--- config.mk ---
export PLATFORM = sky130hd
export DESIGN_NAME = srrip_sat_unit
export DESIGN_NICKNAME = d
export VERILOG_FILES = /design/src/rtl/core/srrip_pkg.sv /design/src/rtl/core/srrip_sat_unit.sv
export SDC_FILE = /design/constraint.sdc
export NUM_CORES = 1
export LEC_CHECK = 0
export BUFFER_PORTS_ARGS = -buffer_cell sky130_fd_sc_hd__buf_2
export CELL_PAD_IN_SITES_DETAIL_PLACEMENT = 0
export CELL_PAD_IN_SITES_GLOBAL_PLACEMENT = 1
export CORE_AREA = 8 8 45 47
export DETAILED_ROUTE_END_ITERATION = 7
export DIE_AREA = 0 0 53 55
export PLACE_DENSITY = 0.35
export REMOVE_ABC_BUFFERS = 1
export SLEW_MARGIN = 5
export SYNTH_ARGS = -nofsm -noshare
export SYNTH_HDL_FRONTEND = slang
export SYNTH_SLANG_ARGS = --single-unit
export TNS_END_PERCENT = 50
--- constraint.sdc ---
create_clock -name vclk -period 0.8
set_input_delay 0.08 -clock vclk [all_inputs]
set_output_delay 0.08 -clock vclk [all_outputs]
set_load 0.02 [all_outputs]
--- src/rtl/core/srrip_pkg.sv ---
// Shared types, constants and hash functions for the stream-aware RRIP replacement core.
`timescale 1ns / 1ps
`default_nettype none
package srrip_pkg;

    localparam int NUM_SETS     = 2048;
    localparam int NUM_WAYS     = 16;
    localparam int CTR_ENTRIES  = 64;
    localparam int SET_W        = $clog2(NUM_SETS);
    localparam int WAY_W        = $clog2(NUM_WAYS);
    localparam int CTR_W        = $clog2(CTR_ENTRIES);
    localparam int ADDR_W       = 48;
    localparam int PC_W         = 64;
    localparam int SIG_W        = 6;
    localparam int STRIDE_W     = 8;
    localparam int BLOCK_SHIFT  = 6;

    localparam logic OP_VICTIM  = 1'b0;
    localparam logic OP_UPDATE  = 1'b1;

    localparam logic [1:0] RRV_MAX  = 2'd3;
    localparam logic [1:0] RRV_LONG = 2'd2;
    localparam logic [1:0] RRV_NEAR = 2'd0;
    localparam logic [1:0] CTR_INIT = 2'd1;

    typedef enum logic [1:0] {
        ST_CLEAR,
        ST_IDLE,
        ST_LOAD,
        ST_CTR
    } t_state;

    typedef enum logic [1:0] {
        ALU_INC,
        ALU_DEC,
        ALU_ZERO
    } t_alu_op;

    typedef struct packed {
        t_alu_op    op;
        logic [1:0] operand;
    } t_alu_req;

    typedef struct packed {
        logic [NUM_WAYS-1:0][1:0]       rrv;
        logic [NUM_WAYS-1:0][SIG_W-1:0] sig;
        logic [ADDR_W-1:0]              prev_addr;
        logic [STRIDE_W-1:0]            prev_stride;
        logic [1:0]                     conf;
    } t_set_row;

    localparam t_set_row RESET_ROW = '{
        rrv:         {NUM_WAYS{RRV_LONG}},
        sig:         '0,
        prev_addr:   '0,
        prev_stride: '0,
        conf:        '0
    };

    function automatic logic [SIG_W-1:0] sig_of(input logic [PC_W-1:0] pc);
        sig_of = pc[SIG_W-1:0] ^ pc[11+SIG_W-1:11] ^ pc[17+SIG_W-1:17];
    endfunction

    function automatic logic [CTR_W-1:0] ctr_index(input logic [SIG_W-1:0] sig);
        logic [SIG_W-1:0] h;
        h = sig ^ (sig >> 3);
        ctr_index = h[CTR_W-1:0];
    endfunction

endpackage
`default_nettype wire

--- src/rtl/core/srrip_sat_unit.sv ---
// Shared 2-bit saturating increment / decrement / clear unit.
`timescale 1ns / 1ps
`default_nettype none
module srrip_sat_unit (
    input  srrip_pkg::t_alu_req i_req,
    output logic [1:0]          o_result
);
    import srrip_pkg::*;

    always_comb begin
        unique case (i_req.op)
            ALU_INC:  o_result = (i_req.operand == 2'd3) ? 2'd3 : i_req.operand + 2'd1;
            ALU_DEC:  o_result = (i_req.operand == 2'd0) ? 2'd0 : i_req.operand - 2'd1;
            ALU_ZERO: o_result = 2'd0;
            default:  o_result = i_req.operand;
        endcase
    end

endmodule
`default_nettype wire
======== After elaboration in Yosys (flattened, before gate mapping) ========
Cells that the tools add are included.
cells by class
  add/subtract/negate cells ............... 2
  multiply operators ...................... 0
  div/mod/pow operators ................... 0
  magnitude comparators ................... 0
  equality and inequality tests ........... 3
  shifts and indexed selects .............. 0
  muxes and demuxes ....................... 3
  bitwise logic cells ..................... 0
  reduce and logical (&&, ||, !) cells .... 2
operators by type and width
  kind                                               number
  case mux 2 bit (3 select lines)                    1
  == test 2 bit (second input constant)              2
  logical NOT 2 bit                                  2
  2-to-1 mux 2 bit                                   2
  adder 2 x 1 -> 2 bit (second input constant)       1
  == test 2 x 1 -> 1 bit (second input constant)     1
  subtractor 2 x 1 -> 2 bit (second input constant)  1
word-level totals
  bits in registers ....................... 0
  bits in latches ......................... 0
  memory bits (writable) .................. 0
  memory bits (read-only) ................. 0
  bits of input ports ..................... 4
  output and inout bits ................... 2
  word-level logic and storage cells ...... 10
  memories kept ........................... 0

======== Logic depth before layout (Yosys ltp) ========
Gate-level depths: netlist of the first run.
  depth in word-level cells ............... 3
  depth in mapped cells ................... 2
  depth with buffers taken out ............ 2

======== Worst setup path after synthesis of the first run ========
Ideal clock, no wire load.
  kind .................................... input port to output port
  from .................................... input port i_req[1] (netlist bit)
  to ...................................... output port o_result[0]
  arrival time ............................ 0.817 ns
  data required time ...................... 0.720 ns
  setup slack ............................. -0.097 ns
  stages .................................. 2
  buffers on the path ..................... 0
  cell sequence ........................... and2b_1 > o311ai_1
on the way
  longest elaborated chain between the ends .. 3
  elaborated cells on any way between the ends .. 5
  classes of those cells .................. eq/ne (1); mux (3); reduce/logical (1)
RTL lines
  what                                                RTL line                                    source
  start: declaration                                  srrip_sat_unit.sv:5                         input srrip_pkg::t_alu_req i_req,
  == test 2 bit or logical NOT 2 bit (tied branches)  srrip_sat_unit.sv:12, srrip_sat_unit.sv:13
  2-to-1 mux 2 bit (on tied branches)                 srrip_sat_unit.sv:12, srrip_sat_unit.sv:13
  case mux 2 bit (3 select lines) *                   srrip_sat_unit.sv:11                        unique case (i_req.op)
  end: declaration                                    srrip_sat_unit.sv:6                         output logic [1:0] o_result
Every way passes the cells marked *; elsewhere a longest branch is shown, timed or not.

======== Worst setup path after layout of the first run ========
  from .................................... input port i_req[3] (netlist bit)
  to ...................................... output port o_result[0]
on the way
  longest elaborated chain between the ends .. 2
  elaborated cells on any way between the ends .. 4
  classes of those cells .................. eq/ne (2); mux (1); reduce/logical (1)
RTL lines
  what                                         RTL line
  == test 2 bit, or another cell as far along  srrip_sat_unit.sv:11
  case mux 2 bit (3 select lines) *            srrip_sat_unit.sv:11
Marks and branches as above.

==> results of run 1 <==
==> cell families after synthesis <==
group	after synthesis	synth area share, %
AO/OA/AOI/OAI	3	40.48
AND/OR/NAND/NOR	5	59.52
==> stage by stage <==
step	setup slack (ns)	area, sq um
2_1_floorplan	-0.09673	52.55
6_report	-0.08255	165.2
3_3_place_gp	-0.1353	110.1
5_1_grt	-0.09781	165.2
3_5_place_dp	-0.1526	110.1
4_1_cts	-0.1010	127.6
==> power by group <==
part	switching [uW]	internal, uW	total (uW)
Combinational	42.6	55.1	97.8
Sequential	0	0	0
Clock	0	0	0
==> layout by cell type (no fill, tap or decap) <==
cell type,netlist,final
and2b_1,1,1
buf_6,0,2
o21ai_0,1,1
nand3_1,1,1
buf_2,0,1
nor2_1,1,1
o311ai_4,0,1
buf_8,0,1
nor2b_1,1,1
a211oi_1,1,1
buf_4,0,4
or3b_4,0,1
==> area by class of cell <==
cell class | count | share of cell area [%]
multi-input combinational | 8 | 43.94
timing repair buffer | 8 | 43.94
tap | 16 | 12.12
==> layer usage <==
metal | track usage [%] | vias to the layer above | wire, microns
met5 | 0 | - | 0
met4 | 0 | 0 | 0
met3 | 0.2674 | 0 | 15
met2 | 3.125 | 6 | 116
met1 | 2.866 | 43 | 155
li1 | - | 49 | -
==> what timing repair did <==
action,4_1_cts,5_1_grt
gates resized for setup,4,6
pin swaps,2,1
endpoints found under the setup margin,2,2
buffers inserted,0,1
==> path summary, 6_finish.rpt <==
path	slack (ns)	start	to
setup / recovery	-0.08	i_req[3]	o_result[0]
hold / removal	0.53	i_req[2]	o_result[1]
==> results.json, run 1 <==
{
  "setup_violations": 2,
  "worstMarginPinSlew_ns": 0.2221,
  "seq_area_frac_synth_pct": 0,
  "whs_path_depth": 3,
  "synth_cell_type_count": 8,
  "coreArea_sq_um": 1384,
  "synth_warnings": 0,
  "fin_crit_sh_pct": 110.3,
  "grtUsageTotal_pct": 1.962,
  "final_util_pct": 11.93,
  "fin_cells": 32,
  "finalHoldWorstSlack_ns": 0.5283,
  "port_buffers": 6,
  "total_power_uw": 97.77,
  "wl_microns": 287,
  "grt_pass1_wl_microns": 448,
  "grt_overflow_total": 0,
  "cp_num_cells": 4,
  "max-vdd-ir-drop_v": 0.0001556,
  "maxCapViolCount": 0,
  "drv_slew": 0,
  "grt_max_degree": 6,
  "final-hold-violation-count": 0,
  "via_per_inst": 3.063,
  "status": "complete, but fails checks",
  "critPathSlowestCell": "or3b_4",
  "drive_gt1_share_pct": 62.50,
  "cpPeakStageDelay_ns": 0.40,
  "grt_pass1_vias": 102,
  "ios": 6,
  "worst-setup-path-type": "input pin to output port",
  "cp.required_ns": 0.72,
  "drc": 0,
  "drt_iter0_markers": 1,
  "die_y_microns": 55,
  "arrival_ns": 0.80,
  "postRouteAntennaNets": 0,
  "design.seq.count": 0,
  "synth_top_area_cell": "o311ai_1",
  "num_vias": 98,
  "failed_checks": "negative setup slack",
  "synth_area_sq_um": 52.55,
  "antenna_found_initial": 0,
  "syn_avg_cell_area_sq_um": 6.569,
  "synth_top_area_share_pct": 16.67,
  "crit_family": "simple AND/OR/NAND/NOR gates",
  "first_pass_iters": 2,
  "setup_tns_ns": -0.08740,
  "synth_cells": 8,
  "cp_num_buf_inv": 2,
  "clock_buffers": 0,
  "diodes": 0,
  "p_per_area_nw_per_um2": 592.0,
  "rsz0062_at_grt": "true",
  "power.leakage_uw": 0.00006653,
  "nets": 22,
  "initial_utilization_pct": 3.797,
  "crit_path_start_kind": "input pin",
  "synthTopCellsByArea": "o311ai_1 (17%), or3b_1 (17%), a211oi_1 (14%), and2b_1 (14%), nor2b_1 (12%)",
  "dp_cells": 31,
  "area_growth_pct": 214.3,
  "crit_path_max_fanout": 3,
  "register_area_sq_um": 0,
  "place.gp.congestion": 0.5037,
  "crit_chain": "buf_8 > or3b_4 > o311ai_4 > buf_6",
  "timing.final.ws_setup_ns": -0.08255,
  "hp-class": "input pin to output port",
  "period_needed_ns": 0.8825,
  "max_slew_margin_pct": 85.16,
  "fmax_ghz": 1.133,
  "cts-hold-fix-buffers": 0,
  "fp.dieArea_sq_um": 2915,
  "fillers": 161,
  "dieWidth_microns": 53,
  "rows": 14,
  "multi_input_area_sq_um": 72.57,
  "wl_per_cell_microns": 8.969,
  "endpoint_kind": "output port"
}
No activity file was read; power rests on OpenSTA's default activity.
==> inputs of run 2 (changes only) <==
--- a/config.mk
+++ b/config.mk
@@ -11,7 +11,7 @@
 export CORE_AREA = 8 8 45 47
 export DETAILED_ROUTE_END_ITERATION = 7
 export DIE_AREA = 0 0 53 55
-export PLACE_DENSITY = 0.35
+export PLACE_DENSITY_LB_ADDON = 0.1
 export REMOVE_ABC_BUFFERS = 1
 export SLEW_MARGIN = 5
 export SYNTH_ARGS = -nofsm -noshare
==> results.json, run 2 (synthesis results as in run 1) <==
{
  "status": "complete, but fails checks",
  "failed_checks": "negative setup slack",
  "initial_utilization_pct": 3.797,
  "grt_pass1_wl_microns": 386,
  "post-dp-hpwl_microns": 211.8,
  "critPathSlowestCell": "or3b_1",
  "grt_max_degree": 5,
  "worstMarginPinSlew_ns": 0.2170,
  "intPower_uw": 46.87,
  "max_slew_margin_pct": 85.51,
  "cpPeakStageDelay_ns": 0.38,
  "cts-hold-fix-buffers": 0,
  "fin_crit_sh_pct": 112.3,
  "crit_chain": "buf_6 > or3b_1 > o311ai_2 > buf_4",
  "cp.required_ns": 0.72,
  "postRouteAntennaNets": 0,
  "die_y_microns": 55,
  "finalInstanceArea_sq_um": 151.4,
  "rsz0062_at_grt": "true",
  "grt_overflow_total": 0,
  "p_sw_share_pct": 44.28,
  "pwr-share-seq_pct": 0,
  "final_util_pct": 10.94,
  "drv_slew": 0,
  "ios": 6,
  "fillers": 167,
  "num_vias": 92,
  "coreArea_sq_um": 1384,
  "timing.final.ws_setup_ns": -0.09873,
  "register_area_sq_um": 0,
  "fp.dieArea_sq_um": 2915,
  "total_power_uw": 84.11,
  "first_pass_iters": 1,
  "mostFrequentLayoutCell": "buf_4",
  "antenna_found_initial": 0,
  "via_per_inst": 2.875,
  "grt_pass1_vias": 100,
  "arrival_ns": 0.82,
  "diodes": 0,
  "pwr-share-clk_pct": 0,
  "wl_per_cell_microns": 7.250,
  "clock_buffers": 0,
  "dieWidth_microns": 53,
  "period_needed_ns": 0.8987,
  "placed_cell_area_sq_um": 110.1,
  "final_cell_mix": "buf_4 (4), buf_2 (2)",
  "crit_start": "i_req[3]",
  "endpoint_kind": "output port",
  "port_buffers": 6,
  "setup_violations": 1,
  "worst-setup-path-type": "input pin to output port",
  "combinationalPowerShare_pct": 100.0,
  "rows": 14,
  "drc": 0,
  "crit_path_max_fanout": 4,
  "area_growth_pct": 188.1,
  "p_per_area_nw_per_um2": 555.6,
  "final-hold-violation-count": 0,
  "hp-class": "input pin to output port",
  "place.gp.congestion": 0.5783,
  "power.leakage_uw": 0.00006135,
  "max-vdd-ir-drop_v": 0.00004575,
  "critPathCapture": "o_result[0]",
  "drt_iter0_markers": 0,
  "fmax_ghz": 1.113,
  "design.seq.count": 0,
  "nets": 22,
  "crit_path_start_kind": "input pin",
  "p_sw_uw": 37.24,
  "grtUsageTotal_pct": 1.635,
  "drive_gt1_share_pct": 62.50,
  "maxCapViolCount": 0,
  "wl_microns": 232
}
==> run 2: cell types whose count changed in the layout (fill, tap and decap cells not counted) <==
| cell | before | now |
|---|---|---|
| o311ai_4 | 1 | 0 |
| or3b_4 | 1 | 0 |
| or3b_1 | 0 | 1 |
| buf_2 | 1 | 2 |
| buf_6 | 2 | 1 |
| o21ai_1 | 0 | 1 |
| a211oi_2 | 0 | 1 |
| o311ai_2 | 0 | 1 |
| o21ai_0 | 1 | 0 |
| a211oi_1 | 1 | 0 |
==> run 2: worst min path at each step <==
stage | start | endpoint | cells after the start
2_1_floorplan | i_req[2] | o_result[1] | 1
3_3_place_gp | i_req[2] | o_result[1] | 3
3_5_place_dp | i_req[2] | o_result[1] | 3
4_1_cts | i_req[2] | o_result[1] | 3
5_1_grt | i_req[2] | o_result[1] | 3
6_report | i_req[2] | o_result[1] | 3
==> run 2: worst max-delay path: cells and delay by family <==
kind / cells / cell delay [ns]
buffers and inverters: 2 / 0.28
and+or+nand+nor: 1 / 0.38
AOI/OAI and AO/OA: 1 / 0.08
==> run 2: repair_timing <==
item                                    CTS  global route
pin swaps                                 2             1
hold endpoints to repair                  0             0
gates resized for setup                   5             4
setup buffers                             1             0
endpoints found under the setup margin    2             2
==> run 2: per-layer routing <==
layer / vias up / track usage, % / routed length [microns]
li1: 48 / - / -
met1: 44 / 0.9050 / 48
met2: 0 / 4.688 / 183
met3: 0 / 0 / 0
met4: 0 / 0 / 0
met5: - / 0 / 0
==> run 2: cell type report <==
| type | count | area, sq um | share of cell area, % |
|---|---|---|---|
| well taps | 16 | 20.02 | 13.22 |
| repair buffers | 8 | 66.31 | 43.80 |
| multi-input cells | 8 | 65.06 | 42.98 |
==> run 2: per-stage QoR <==
stage	TNS, ns	setup slack [ns]	hold slack (ns)	cells
after floorplan	-0.1069	-0.09673	0.2947	8
after global placement	-0.1318	-0.1318	0.4949	31
after detailed placement	-0.1386	-0.1386	0.5043	31
after CTS	-0.1195	-0.1195	0.5098	32
after global routing	-0.1552	-0.1365	0.5581	32
final	-0.09873	-0.09873	0.5146	32
==> run 2: power groups by stage <==
stage | registers (uW) | logic, uW | clock network (uW)
4_1_cts | 0 | 72.5 | 0
2_1_floorplan | 0 | 28.2 | 0
5_1_grt | 0 | 93.1 | 0
6_report | 0 | 84.1 | 0
3_3_place_gp | 0 | 59.4 | 0
3_5_place_dp | 0 | 59.9 | 0
==> inputs of run 3 (changes only) <==
--- a/config.mk
+++ b/config.mk
@@ -11,7 +11,7 @@
 export CORE_AREA = 8 8 45 47
 export DETAILED_ROUTE_END_ITERATION = 7
 export DIE_AREA = 0 0 53 55
-export PLACE_DENSITY_LB_ADDON = 0.1
+export PLACE_DENSITY_LB_ADDON = 0.05
 export REMOVE_ABC_BUFFERS = 1
 export SLEW_MARGIN = 5
 export SYNTH_ARGS = -nofsm -noshare
==> results.json, run 3 (synthesis results as in run 1) <==
{
  "status": "complete, but fails checks",
  "failed_checks": "negative setup slack",
  "register_area_sq_um": 0,
  "hold_path_startpoint": "i_req[2]",
  "worst-setup-path-type": "input pin to output port",
  "power.leakage_uw": 0.00005892,
  "dp_cells": 31,
  "wl_microns": 270,
  "final-hold-violation-count": 0,
  "pwr-share-clk_pct": 0,
  "p_per_area_nw_per_um2": 553.6,
  "combinationalPowerShare_pct": 100.0,
  "crit_path_start_kind": "input pin",
  "maxCapViolCount": 0,
  "place.gp.congestion": 0.6126,
  "crit_path_max_fanout": 3,
  "ios": 6,
  "drt_iter0_markers": 1,
  "p_sw_uw": 36.35,
  "antenna_found_initial": 0,
  "nets": 22,
  "cts-hold-fix-buffers": 0,
  "die_y_microns": 55,
  "crit_start": "i_req[0]",
  "grtUsageTotal_pct": 1.744,
  "postRouteAntennaNets": 0,
  "max-vdd-ir-drop_v": 0.00008022,
  "fp.dieArea_sq_um": 2915,
  "drive_gt1_share_pct": 56.25,
  "first_pass_iters": 2,
  "finalHoldWorstSlack_ns": 0.5091,
  "final_cell_mix": "buf_2 (3), buf_4 (3)",
  "dieWidth_microns": 53,
  "area_growth_pct": 169.1,
  "fillers": 165,
  "finalInstanceArea_sq_um": 141.4,
  "pwr-share-seq_pct": 0,
  "endpoint_kind": "output port",
  "port_buffers": 6,
  "whs_endpoint": "o_result[1]",
  "initial_utilization_pct": 3.797,
  "setup_violations": 1,
  "timing.final.ws_setup_ns": -0.09627,
  "p_sw_share_pct": 46.44,
  "num_vias": 98,
  "wl_per_cell_microns": 8.438,
  "arrival_ns": 0.82,
  "coreArea_sq_um": 1384,
  "via_per_inst": 3.063,
  "fmax_ghz": 1.116,
  "fin_crit_sh_pct": 112.0,
  "hp-class": "input pin to output port",
  "setup_tns_ns": -0.09627,
  "design.seq.count": 0,
  "max_slew_margin_pct": 86.32,
  "grt_overflow_total": 0,
  "fin_cells": 32,
  "grt_max_degree": 5,
  "placed_cell_area_sq_um": 110.1,
  "diodes": 0,
  "rsz0062_at_grt": "true",
  "drc": 0,
  "grt_pass1_vias": 90,
  "worstMarginPinSlew_ns": 0.2021,
  "grt_pass1_wl_microns": 393,
  "drv_slew": 0,
  "cp.required_ns": 0.72,
  "clock_buffers": 0,
  "rows": 14,
  "intPower_uw": 41.92,
  "period_needed_ns": 0.8963,
  "whs_path_depth": 3
}
==> run 3: cell counts in the layout (fill, tap and decap cells not counted) <==
No cell type changed its count.
==> run 3: worst max-delay path, cell delays in order <==
cell	delay, ns
buf_8	0.09
or3b_1	0.36
o311ai_1	0.07
buf_2	0.21
==> run 3: worst max-delay path by stage <==
stage	depth (start not counted)	slack, ns	endpoint
2_1_floorplan	2	-0.1	o_result[0]
5_1_grt	4	-0.13	o_result[0]
3_3_place_gp	4	-0.14	o_result[0]
6_report	4	-0.1	o_result[0]
4_1_cts	4	-0.11	o_result[0]
3_5_place_dp	4	-0.14	o_result[0]
==> run 3: through the flow <==
step | utilization [%] | power, uW | setup WS [ns]
6_report | 10.22 | 78.27 | -0.09627
5_1_grt | 10.22 | 84.86 | -0.1270
4_1_cts | 9.675 | 73.87 | -0.1089
3_5_place_dp | 7.957 | 61.63 | -0.1382
3_3_place_gp | 7.957 | 62.19 | -0.1405
2_1_floorplan | - | 28.17 | -0.09673
==> run 3: timing repair <==
item                                   CTS  global route
buffers inserted                         1             0
gates resized for setup                  5             2
pin swaps                                2             0
setup endpoints to repair                2             2
endpoints found under the hold margin    0             0
==> run 3: layout make-up <==
| class | instances | area [sq um] | area share (%) |
|---|---|---|---|
| timing repair buffer | 8 | 63.81 | 45.13 |
| multi-input combinational | 8 | 57.56 | 40.71 |
| tap | 16 | 20.02 | 14.16 |
==> run 3: power groups by stage <==
stage          Sequential, uW  Clock, uW  Combinational (uW)
2_1_floorplan               0          0                28.2
3_3_place_gp                0          0                62.2
4_1_cts                     0          0                73.9
6_report                    0          0                78.3
5_1_grt                     0          0                84.9
3_5_place_dp                0          0                61.6
==> run 3: per-layer routing <==
metal	GRT usage, %	routed length, microns	vias up
li1	-	-	48
met1	1.659	89	49
met2	4.102	180	1
met3	0	0	0
met4	0	0	0
met5	0	0	-
